--- config.mk ---
export PLATFORM = sky130hd
export DESIGN_NAME = lvs3_select
export DESIGN_NICKNAME = d
export VERILOG_FILES = /design/src/rtl/lvs3_pkg.sv /design/src/rtl/lvs3_select.sv
export SDC_FILE = /design/constraint.sdc
export NUM_CORES = 1
export LEC_CHECK = 0
export ABC_CLOCK_PERIOD_IN_PS = 5100
export BUFFER_PORTS_ARGS = -buffer_cell sky130_fd_sc_hd__buf_2
export CAP_MARGIN = 10
export CORE_MARGIN = 1.5
export CORE_UTILIZATION = 60
export DETAILED_ROUTE_END_ITERATION = 10
export PLACE_DENSITY = 0.85
export SLEW_MARGIN = 20
export SYNTH_ARGS = -nofsm -noshare
export SYNTH_HDL_FRONTEND = slang
export SYNTH_SLANG_ARGS = --single-unit
--- constraint.sdc ---
create_clock -name clk_i -period 5.1 [get_ports clk_i]
set_input_delay 0.765 -clock clk_i [delete_from_list [all_inputs] [get_ports clk_i]]
set_output_delay 0.765 -clock clk_i [all_outputs]
set_load 0.05 [all_outputs]
--- src/rtl/lvs3_pkg.sv ---
// ---------------------------------------------------------------------------
// Line voxel step package
// Widths, pipeline depths, types and helpers shared by the unit.
// ---------------------------------------------------------------------------
`timescale 1ns / 1ps

package lvs3_pkg;

  localparam int COORD_BITS     = 16;
  localparam int DIST_FRAC_BITS = 8;
  localparam int DIST_BITS      = COORD_BITS + 1 + DIST_FRAC_BITS;
  localparam int RAD_BITS       = 2 * DIST_BITS;
  localparam int SQ_BITS        = 2 * COORD_BITS;
  localparam int SUM_BITS       = DIST_BITS + 1;
  localparam int NUM_CAND       = 7;
  localparam int NUM_DIST       = 2 * NUM_CAND;

  localparam int FRONT_LAT = 5;
  localparam int SQRT_LAT  = DIST_BITS;
  localparam int SEL_LAT   = 4;
  localparam int LATENCY   = FRONT_LAT + SQRT_LAT + SEL_LAT;

  typedef logic [COORD_BITS-1:0] coord_t;
  typedef logic [2:0][COORD_BITS-1:0] point_t;
  typedef logic [DIST_BITS-1:0] dist_t;
  typedef logic [RAD_BITS-1:0] rad_t;
  typedef logic [SUM_BITS-1:0] sum_t;

  // Axis masks of the candidates in priority order x, y, z, xy, xz, yz, xyz.
  localparam logic [NUM_CAND-1:0][2:0] CAND_MASK =
    {3'd7, 3'd6, 3'd5, 3'd3, 3'd4, 3'd2, 3'd1};

  typedef struct packed {
    logic   reached;
    logic   [2:0] moving;
    point_t cur;
    point_t stp;
  } side_t;

  typedef struct packed {
    logic       ok;
    logic [2:0] idx;
    sum_t       d;
  } node_t;

  function automatic coord_t abs_diff(input coord_t a, input coord_t b);
    logic signed [COORD_BITS:0] diff;
    logic signed [COORD_BITS:0] mag;
    begin
      diff = $signed({a[COORD_BITS-1], a}) - $signed({b[COORD_BITS-1], b});
      mag  = diff[COORD_BITS] ? -diff : diff;
      return mag[COORD_BITS-1:0];
    end
  endfunction

  // The left node always holds the earlier candidate, so it wins ties.
  function automatic node_t pick(input node_t a, input node_t b);
    begin
      if (a.ok && (!b.ok || (a.d <= b.d))) begin
        return a;
      end
      return b;
    end
  endfunction

endpackage

--- src/rtl/lvs3_select.sv ---
// ---------------------------------------------------------------------------
// Line voxel step selector
// Adds the two distances of each candidate and picks the least through a
// registered three-level tree; the last level holds the result word.
// ---------------------------------------------------------------------------
`timescale 1ns / 1ps

module lvs3_select (
  input  logic                                     clk_i,
  input  logic                                     rst_ni,
  input  logic                                     valid_i,
  input  lvs3_pkg::side_t                          side_i,
  input  lvs3_pkg::dist_t [lvs3_pkg::NUM_DIST-1:0] dist_i,
  output logic                                     valid_o,
  output lvs3_pkg::point_t                         next_o,
  output logic                                     reached_o
);
  import lvs3_pkg::*;

  logic   v1_q, v2_q, v3_q, v4_q;
  side_t  side1_q, side2_q, side3_q;
  node_t  [NUM_CAND-1:0] n1_q, n1_d;
  node_t  [3:0] n2_q, n2_d;
  node_t  [1:0] n3_q, n3_d;
  node_t  win;
  point_t next_q, next_d;
  logic   reached_q;

  always_comb begin
    for (int k = 0; k < NUM_CAND; k++) begin
      n1_d[k].ok  = |(CAND_MASK[k] & side_i.moving);
      n1_d[k].idx = 3'(k);
      n1_d[k].d   = SUM_BITS'(dist_i[2*k]) + SUM_BITS'(dist_i[2*k+1]);
    end
    n2_d[0] = pick(n1_q[0], n1_q[1]);
    n2_d[1] = pick(n1_q[2], n1_q[3]);
    n2_d[2] = pick(n1_q[4], n1_q[5]);
    n2_d[3] = n1_q[6];
    n3_d[0] = pick(n2_q[0], n2_q[1]);
    n3_d[1] = pick(n2_q[2], n2_q[3]);
    win     = pick(n3_q[0], n3_q[1]);
    for (int i = 0; i < 3; i++) begin
      if (!side3_q.reached && CAND_MASK[win.idx][i]) begin
        next_d[i] = side3_q.stp[i];
      end else begin
        next_d[i] = side3_q.cur[i];
      end
    end
  end

  always_ff @(posedge clk_i or negedge rst_ni) begin
    if (!rst_ni) begin
      v1_q <= 1'b0;
      v2_q <= 1'b0;
      v3_q <= 1'b0;
      v4_q <= 1'b0;
    end else begin
      v1_q <= valid_i;
      v2_q <= v1_q;
      v3_q <= v2_q;
      v4_q <= v3_q;
    end
  end

  always_ff @(posedge clk_i) begin
    n1_q      <= n1_d;
    side1_q   <= side_i;
    n2_q      <= n2_d;
    side2_q   <= side1_q;
    n3_q      <= n3_d;
    side3_q   <= side2_q;
    next_q    <= next_d;
    reached_q <= side3_q.reached;
  end

  assign valid_o   = v4_q;
  assign next_o    = next_q;
  assign reached_o = reached_q;

endmodule

==> results.ini <==
[synthesis]
synth.area.top_cells=dfxtp_1, ha_1, mux2_2, xnor2_1, inv_1
synth_edf_count=0
syn_nets=3447
ys.flop_type=dfxtp_1
yosysWarningCount=0
syn_area_mm2=0.02909
yosys.cell_types.count=80
ys_seq_area_share_pct=48.38
synth_top_area_cell=dfxtp_1
async_reset_ff_share_pct=0.5698
syn_inst=2653
ys_ff_latch=702
synth.top_cell.area_share_pct=48.03
synth.avg_cell_area_um2=10.97

[hold_path]
min_path_type=in2reg

[clock_network]
htreeDepth=3
clkTransAtPathRegs_ps=80
cts-root-buf=clkbuf_16
clockBufferDepth=3
cts-hold-fix-buffers=1
cts.sinks=702
cts_made_buffers=70
cts_setup_buffers=0
cts_tree=yes
cts_resized=0
clk_latency_ps=630

[sta]
tns_ps=0
fin_skew_ps=40.99
drv_slew=0
final-setup-viol-count=0
fmax_mhz=263.3
post-route-min-period_ps=3799
fin_crit_sh_pct=74.48
max_slew_margin_pct=31.18
hold_violations=0
max_slew.worst_pin.slew_ps=1006
rsz0062_at_grt=false

[cells_and_area]
areaGrowthSynthToFinish_pct=19.41
layout_common_cells=dfxtp_1, buf_2, ha_1
layout_commonest_cell=dfxtp_1
layoutNonFillerInstCount=3888
drive_above_1_share_pct=25.57
design_area_mm2=0.03474
register_area_mm2=0.01407
multiInputGateArea_mm2=0.01400
nets=4002
n_fill_cell=3251

[status]
status=finished clean

[floorplan]
io_pins=503
dieArea_mm2=0.04982
initial_core_util_pct=60.93
die_w_um=223.2
die_y_um=223.2
core_mm2=0.04775
row_count=80

[pwr]
total_power_mw=17.97
p_leak_nw=16.87
vdd_drop_max_mv=0.3090
cellPowerDensity_mw_per_mm2=517.4

[routing]
route.detailed.drc=0
viasPerCell=5.506
firstDrtPassIters=6
routed_wl_um=72720
drtAntennaViolNets=0
wire_per_inst_um=18.70
drt-initial-drc-count=1156
vias=21410

[critical_path]
cp.buffers_inverters=2
crit_type=reg2reg
crit_slowest_cell=mux2i_4
worstPathCellList=inv_1, ha_1, nand4_1, a21oi_1, a211oi_1, o21ai_0, a21oi_2, a22oi_4, mux2_2, inv_1, ha_1, nor2b_1, mux2i_4, mux2_2
crit_fanout=16
max_stage_delay_ps=720
cp.required_ps=5590
crit_arrival_ps=4290
critPathTopFamily=multiplexers
crit_path_end_kind=flip-flop
start_kind=flip-flop

[global_routing]
antenna_found_initial=16
grt_pass1_vias=22130
grt_start_max_net_pins=29
grt_overflow=0
grt.total_usage_pct=28.68
grt_pass1_wl_um=113000

[place]
portBuffers=502
dp_hpwl_um=55200
place_congestion=0.9423
placedCellCount=3750
dpl_cell_area_mm2=0.03223

[run]
drv_cap=0

-- synthesized netlist by cell type, drive strengths merged (9+ instances only) --
cell type	count
a211o	10
clkbuf	9
and3	20
inv	229
o21bai	12
xor2	34
mux2	181
a211oi	25
xnor2	100
o311ai	11
nand2	97
dfxtp	698
nand4	42
o211ai	14
nor2b	36
nor4	10
o21ai	104
nand2b	32
a31oi	19
o21a	34
buf	13
nor3	25
a21o	113
nand3	36
a21oi	168
and4	10
or2	15
nor2	109
ha	334
-- path summary, 6_finish.rpt --
| kind | end | slack (ps) | from | cells after the start |
|---|---|---|---|---|
| worst min-delay path | side1_q[86]$_DFF_P_ | 230 | side_i[86] | 1 |
| min in group asynchronous | v2_q$_DFF_PN0_ | 520 | rst_ni | 2 |
| worst min register to register | side3_q[3]$_DFF_P_ | 310 | side2_q[3]$_DFF_P_ | 0 |
| max in group asynchronous | v3_q$_DFF_PN0_ | 4460 | rst_ni | 2 |
| worst max-delay path | next_o[3]$_DFF_P_ | 1300 | n3_q[33]$_DFF_P_ | 14 |
| worst max register to register | next_o[3]$_DFF_P_ | 1300 | n3_q[33]$_DFF_P_ | 14 |
-- state kept, by name (all words and copies together) (netlist names), 48 cells and up --
signal and count:
n1_q 189, side3_q 97, side1_q 97, n2_q 111
n3_q 58, next_o 48, side2_q 97
-- cell type report --
type / count / area share, %
sequential: 702 / 40.51
multi-input combinational: 1700 / 40.31
timing repair buffer: 505 / 7.304
clock buffer: 99 / 5.817
inverter: 229 / 2.474
tap: 615 / 2.215
clock inverter: 27 / 1.289
antenna: 11 / 0.07924
-- where the power goes --
part	total, mW	switching (mW)	internal [mW]
clock	5.34	2.21	3.13
sequential	7.14	0.536	6.61
combinational	5.49	3.08	2.41
total	18.0	5.83	12.1
-- cells by family (layout without fill, tap and decap cells) --
| kind of cell | after synthesis | count (layout) | share of synthesized area (%) |
|---|---|---|---|
| flip-flops | 702 | 702 | 48.38 |
| AO/OA/AOI/OAI | 577 | 577 | 13.29 |
| AND/OR/NAND/NOR | 463 | 463 | 8.228 |
| adder cells (fa/ha/maj) | 341 | 341 | 14.85 |
| buffers and inverters | 251 | 860 | 3.492 |
| multiplexers | 185 | 185 | 7.733 |
| XOR/XNOR | 134 | 134 | 4.034 |
| other | 0 | 11 | 0 |
-- metal layers --
metal	vias up	global-route usage, %	routed length [um]
met1	10040	33.03	29540
met3	168	4.649	3458
met4	6	12.07	2633
li1	10480	-	-
met5	-	0	34
met2	713	52.52	37050
-- worst register-to-register path, cell delays in order, from the launching register on --
cell and delay (ps):
dfxtp_1 310, inv_1 40, ha_1 290, nand4_1 120, a21oi_1 140, a211oi_1 60, o21ai_0 240, a21oi_2 120
a22oi_4 370, mux2_2 410, inv_1 80, ha_1 220, nor2b_1 150, mux2i_4 720, mux2_2 420
-- metrics by stage --
step,worst slack (ps),utilization (%),hold slack [ps]
4_1_cts,1252,72.70,208.1
2_1_floorplan,1945,-,309.6
5_1_grt,1059,72.75,207.0
6_report,1301,72.76,233.3
3_5_place_dp,1275,67.51,312.1
3_3_place_gp,1404,67.51,309.6
Note: power is estimated with default switching activity, not from simulation.
