<file path="src/rtl/lvs3_pkg.sv">
// ---------------------------------------------------------------------------
// Line voxel step package
// Widths, pipeline depths, types and helpers shared by the unit.
// ---------------------------------------------------------------------------
`timescale 1ns / 1ps

package lvs3_pkg;

  localparam int COORD_BITS     = 16;
  localparam int DIST_FRAC_BITS = 8;
  localparam int DIST_BITS      = COORD_BITS + 1 + DIST_FRAC_BITS;
  localparam int RAD_BITS       = 2 * DIST_BITS;
  localparam int SQ_BITS        = 2 * COORD_BITS;
  localparam int SUM_BITS       = DIST_BITS + 1;
  localparam int NUM_CAND       = 7;
  localparam int NUM_DIST       = 2 * NUM_CAND;

  localparam int FRONT_LAT = 5;
  localparam int SQRT_LAT  = DIST_BITS;
  localparam int SEL_LAT   = 4;
  localparam int LATENCY   = FRONT_LAT + SQRT_LAT + SEL_LAT;

  typedef logic [COORD_BITS-1:0] coord_t;
  typedef logic [2:0][COORD_BITS-1:0] point_t;
  typedef logic [DIST_BITS-1:0] dist_t;
  typedef logic [RAD_BITS-1:0] rad_t;
  typedef logic [SUM_BITS-1:0] sum_t;

  // Axis masks of the candidates in priority order x, y, z, xy, xz, yz, xyz.
  localparam logic [NUM_CAND-1:0][2:0] CAND_MASK =
    {3'd7, 3'd6, 3'd5, 3'd3, 3'd4, 3'd2, 3'd1};

  typedef struct packed {
    logic   reached;
    logic   [2:0] moving;
    point_t cur;
    point_t stp;
  } side_t;

  typedef struct packed {
    logic       ok;
    logic [2:0] idx;
    sum_t       d;
  } node_t;

  function automatic coord_t abs_diff(input coord_t a, input coord_t b);
    logic signed [COORD_BITS:0] diff;
    logic signed [COORD_BITS:0] mag;
    begin
      diff = $signed({a[COORD_BITS-1], a}) - $signed({b[COORD_BITS-1], b});
      mag  = diff[COORD_BITS] ? -diff : diff;
      return mag[COORD_BITS-1:0];
    end
  endfunction

  // The left node always holds the earlier candidate, so it wins ties.
  function automatic node_t pick(input node_t a, input node_t b);
    begin
      if (a.ok && (!b.ok || (a.d <= b.d))) begin
        return a;
      end
      return b;
    end
  endfunction

endpackage

</file>
<file path="src/rtl/lvs3_isqrt.sv">
// ---------------------------------------------------------------------------
// Line voxel step square root
// Pipelined integer square root, one result bit per register stage.
// ---------------------------------------------------------------------------
`timescale 1ns / 1ps

module lvs3_isqrt (
  input  logic            clk_i,
  input  lvs3_pkg::rad_t  rad_i,
  output lvs3_pkg::dist_t root_o
);
  import lvs3_pkg::*;

  rad_t                         rad_s  [DIST_BITS+1];
  logic [DIST_BITS+1:0]         rem_s  [DIST_BITS+1];
  dist_t                        root_s [DIST_BITS+1];

  assign rad_s[0]  = rad_i;
  assign rem_s[0]  = '0;
  assign root_s[0] = '0;

  for (genvar k = 0; k < DIST_BITS; k++) begin : g_stage
    logic [DIST_BITS+1:0] rem_sh, trial;
    rad_t                 rad_d;
    logic [DIST_BITS+1:0] rem_d;
    dist_t                root_d;
    logic                 fit;

    // The remainder never exceeds twice the partial root, so its top bits
    // are zero before the shift.
    assign rem_sh = {rem_s[k][DIST_BITS-1:0], rad_s[k][RAD_BITS-1:RAD_BITS-2]};
    assign trial  = {root_s[k], 2'b01};
    assign fit    = (rem_sh >= trial);
    assign rem_d  = fit ? (rem_sh - trial) : rem_sh;
    assign root_d = {root_s[k][DIST_BITS-2:0], fit};
    assign rad_d  = rad_s[k] << 2;

    always_ff @(posedge clk_i) begin
      rad_s[k+1]  <= rad_d;
      rem_s[k+1]  <= rem_d;
      root_s[k+1] <= root_d;
    end
  end

  assign root_o = root_s[DIST_BITS];

endmodule

</file>
<file path="config.mk">
export PLATFORM = sky130hd
export DESIGN_NAME = lvs3_isqrt
export DESIGN_NICKNAME = d
export VERILOG_FILES = /design/src/rtl/lvs3_pkg.sv /design/src/rtl/lvs3_isqrt.sv
export SDC_FILE = /design/constraint.sdc
export NUM_CORES = 2
export LEC_CHECK = 0
export ABC_AREA = 1
export BUFFER_PORTS_ARGS = -buffer_cell sky130_fd_sc_hd__buf_4
export CORE_ASPECT_RATIO = 1.4
export CORE_MARGIN = 1.5
export CORE_UTILIZATION = 40
export CTS_BUF_LIST = sky130_fd_sc_hd__clkbuf_8
export CTS_CLUSTER_SIZE = 20
export DETAILED_ROUTE_END_ITERATION = 6
export HOLD_SLACK_MARGIN = 0.03
export SLEW_MARGIN = 10
export SYNTH_ARGS = -nofsm -noshare
export SYNTH_HDL_FRONTEND = slang
export SYNTH_SLANG_ARGS = --single-unit
export TNS_END_PERCENT = 30
</file>
<file path="constraint.sdc">
create_clock -name clk_i -period 2.55 [get_ports clk_i]
set_input_delay 0.255 -clock clk_i [delete_from_list [all_inputs] [get_ports clk_i]]
set_output_delay 0.255 -clock clk_i [all_outputs]
set_load 0.02 [all_outputs]
</file>
==> flow_metrics.env <==
export IMPL_r2r_worst_path_cells=11
export IMPL_ff_to_ff_end="g_stage[17].rem_sh[22]"
export IMPL_ys_ff_latch=1493
export IMPL_final_hold_worst_slack_ns=0.258
export IMPL_tritoncts_num_buffers=226
export IMPL_sink_count_of_the_clock_tree=1493
export IMPL_postRouteAntennaNets=0
export IMPL_routabilityCongestion=0.982
export IMPL_clock_tree_from_tritoncts="done"
export IMPL_fin_area_um2=78000
export IMPL_critical_path_required_ns=3.35
export IMPL_final_hold_violation_count=0
export IMPL_regToRegSetupSlack_ns=0.04
export IMPL_worst_slew_pin_slew_ns=0.746
export IMPL_rsz0062_at_grt="yes"
export IMPL_max_cap_violations=0
export IMPL_buf_inv_on_cp=4
export IMPL_layout_worst_path_cycle_share_pct=98.6
export IMPL_synth_yosys_seq_area_share_pct=44.2
export IMPL_critical_path_endpoint_type="flop"
export IMPL_hpwlAfterDp_um=169000
export IMPL_drc=0
export IMPL_comb_power_share_pct=28.5
export IMPL_power_net_switching_w=0.0271
export IMPL_routed_wirelength_um=207000
export IMPL_die_y_um=490
export IMPL_netlist_top_cells_area="sky130_fd_sc_hd__dfxtp_1, sky130_fd_sc_hd__nand2_1, sky130_fd_sc_hd__inv_1"
export IMPL_timing_critical_path_arrival_ns=3.32
export IMPL_detail_route_first_pass_iterations=6
export IMPL_synth_net_count=9804
export IMPL_crit_slowest_cell="sky130_fd_sc_hd__dfxtp_1"
export IMPL_static_leakage_nw=42.1
export IMPL_total_core_area_um2=168000
export IMPL_finalPower_w=0.0735
export IMPL_port_buffers=75
export IMPL_finClkSkew_ns=0.104
export IMPL_path_common_cell="sky130_fd_sc_hd__inv_1"
export IMPL_cellPowerDensity_nw_per_um2=942
export IMPL_netlist_area_leader_share_pct=44.2
export IMPL_grt_first_pass_wirelength_um=317000
export IMPL_critical_path_launch_point_type="flop"
export IMPL_hold_start="g_stage[20].root_d[7]"
export IMPL_syn_mean_instance_area_um2=7.19
export IMPL_vias=58100
export IMPL_area_growth_synth_to_final_pct=15.3
export IMPL_critPathKind="reg -> reg"
export IMPL_clock_root_buffer="sky130_fd_sc_hd__clkbuf_8"
export IMPL_path_cells="inv_1 > ha_1 > nand2_1 > nor2_1 > inv_1 > nor3_2 > nand2_2 > nand2_4 > inv_6 > buf_12 > a21oi_2"
export IMPL_synth_cell_area_um2=67600
export IMPL_final_setup_tns_ns=0
export IMPL_cts_htree_levels=4
export IMPL_floorplan_die_area_um2=172000
export IMPL_via_count_of_the_first_global_routing_pass=58486
export IMPL_power_frac_clock_pct=28.8
export IMPL_fmax_mhz=398
export IMPL_worst_slew_margin_rel_pct=50.1
export IMPL_worst_hold_path_class="reg -> reg"
export IMPL_grt_max_degree=30
export IMPL_drive_above_1_share_pct=9.19
export IMPL_clk_path_buf_depth=3
export IMPL_cp_max_fo=11
export IMPL_io_pins=76
export IMPL_final_nets=10316
export IMPL_avgRoutedWirePerCell_um=16.8
export IMPL_overflow=0
export IMPL_routed_via_density=4.70
export IMPL_grt_antenna_before_repair=10
export IMPL_synth_cells=9402
export IMPL_initial_utilization_pct=40.3
export IMPL_run_status="finished, final reports clean"
export IMPL_grt_util_all_layers_pct=24.0
export IMPL_std_cell_rows=178
export IMPL_yosys_warnings=0
export IMPL_clkSlewWorstSetupHoldPaths_ns=0.07
export IMPL_r2r_start="g_stage[16].root_d[12]"
export IMPL_seqPwrFrac_pct=42.8
export IMPL_hold_depth=0
export IMPL_placement_cell_area_um2=71900
export IMPL_detailedRoute_firstIterationViolations=3100
export IMPL_timing_final_max_slew_violations=0
export IMPL_yosys_cell_types_count=56
export IMPL_holdPathEnd="g_stage[21].root_d[8]"
export IMPL_category_of_cells_accounting_for_the_largest_share_of_critical_path_delay="simple AND/OR/NAND/NOR gates"
export IMPL_timing_final_setup_violations=0
export IMPL_synth_area_leader_cell="sky130_fd_sc_hd__dfxtp_1"
export IMPL_irDropWorstVdd_v=0.000583
export IMPL_power_internal_w=0.0464
export IMPL_power_switching_fraction_pct=36.8
export IMPL_clock_latency_late_sink_ns=0.99
export IMPL_die_width_um=351
export IMPL_minimum_clock_period_after_layout_ns=2.51
export IMPL_critical_path_max_stage_delay_ns=0.44
export IMPL_final_cell_count_no_fill=12351
export IMPL_numPlacedInstances=11830
==> sequential cells by signal, summed over array words and instances, names as in the netlist <==
| register | flops |
|---|---|
| g_stage.root_d | 300 |
| g_stage.rem_sh | 616 |
| root_o | 25 |
| g_stage.rad_d | 552 |
==> routing by layer <==
layer	global-route usage [%]	vias up	part of all wire (%)
li1	-	29930	-
met1	23.4	26310	37
met2	46.7	1286	53
met3	3.15	572	3.1
met5	0	-	0.0072
met4	15.8	2	6.9
==> synthesized netlist by cell type, drive strengths merged <==
master / instances
a211oi: 2
a21boi: 2
a21o: 3
a21oi: 328
a31oi: 2
and2: 15
and3: 2
buf: 78
clkbuf: 3
conb: 1
dfxtp: 1493
ha: 351
inv: 1679
nand2: 3266
nand3: 545
nand3b: 91
nand4: 202
nor2: 809
nor3: 71
nor3b: 8
nor4: 6
o2111ai: 2
o211ai: 8
o21a: 2
o21ai: 193
o21bai: 5
o31ai: 1
or2: 21
xnor2: 65
xor2: 148
==> area by class of cell <==
| class | count | area [um2] |
|---|---|---|
| Antenna cell | 6 | 15.0 |
| Timing Repair Buffer | 364 | 3180 |
| Clock buffer | 284 | 3910 |
| Sequential cell | 1493 | 29900 |
| Fill cell | 17230 | 89900 |
| Multi-Input combinational cell | 6150 | 30800 |
| Inverter | 1679 | 6310 |
| Tap cell | 2250 | 2820 |
| Clock inverter | 125 | 1120 |
==> placed cells by master (no fill, tap or decap), drive strengths merged, types with 2 or more instances in the layout <==
master / instances
a211oi: 2
xnor2: 65
nand3: 545
xor2: 148
and2: 15
o21bai: 5
nor3: 71
or2: 21
bufinv: 14
o21ai: 193
nor4: 6
nor3b: 8
clkbuf: 284
nand4: 202
and3: 2
clkinv: 41
a21oi: 328
nor2: 810
nand3b: 91
nand2: 3266
o21a: 2
inv: 1740
dfxtp: 1493
a21o: 3
o2111ai: 2
a31oi: 2
clkinvlp: 9
buf: 263
a21boi: 2
dlygate4sd3: 101
diode: 6
ha: 351
o211ai: 8
==> kinds of logic (layout without fill, tap and decap cells) <==
kind of cell / after synthesis / count (layout) / synth area share [%]
xor+xnor: 213 / 213 / 2.76
other cells: 1 / 7 / 0.00554
fa+ha+maj: 351 / 351 / 6.49
simple gates: 5036 / 5037 / 31.5
compound gates: 548 / 548 / 4.70
flops: 1493 / 1493 / 44.2
buf+inv: 1760 / 2452 / 10.4
==> worst register-to-register path: cells and delay by family, from the launching register on <==
kind	cells	cell delay, ns
adder cells (fa/ha/maj)	1	0.38
flip-flops	1	0.44
buffers and inverters	4	0.42
AND/OR/NAND/NOR	5	0.87
AO/OA/AOI/OAI	1	0.27
==> through the flow <==
| stage | setup slack [ns] | util [%] |
|---|---|---|
| after floorplan | 0.694 | - |
| after global placement | -0.0377 | 42.8 |
| after detailed placement | -0.0452 | 42.8 |
| after CTS | 0.0624 | 46.4 |
| after global routing | -0.0131 | 46.5 |
| final | 0.0360 | 46.5 |
==> power by group through the flow <==
stage / combinational, W / sequential [W] / clock (W)
after floorplan: 0.0149 / 0.0298 / 0
final: 0.0209 / 0.0314 / 0.0211
after detailed placement: 0.0206 / 0.0319 / 0
after global routing: 0.0236 / 0.0317 / 0.0229
after CTS: 0.0209 / 0.0314 / 0.0219
after global placement: 0.0205 / 0.0319 / 0
==> how the worst max path moves through the flow <==
| stage | start | endpoint | slack (ns) | depth (start not counted) |
|---|---|---|---|---|
| finish | g_stage[16].root_d[12] | g_stage[17].rem_sh[22] | 0.04 | 11 |
| global route | g_stage[15].root_d[9] | g_stage[16].rem_sh[10] | -0.01 | 13 |
| CTS | g_stage[19].root_d[4] | g_stage[20].rem_sh[19] | 0.06 | 13 |
| detailed placement | g_stage[14].root_d[5] | g_stage[15].rem_sh[10] | -0.05 | 11 |
| global placement | g_stage[14].root_d[5] | g_stage[15].rem_sh[16] | -0.04 | 11 |
| floorplan | g_stage[1].root_d[1] | g_stage[2].rem_sh[21] | 0.69 | 9 |
==> timing repair <==
| action | in CTS | in global routing |
|---|---|---|
| hold endpoints to repair | 51 | 0 |
| setup endpoints to repair | 42 | 56 |
| gates cloned | 1 | 0 |
| resized for setup | 2 | 10 |
| setup buffers | 0 | 4 |
| pin swaps | 1 | 3 |
| hold buffers | 101 | 0 |
No activity file was read; power rests on OpenSTA's default activity.
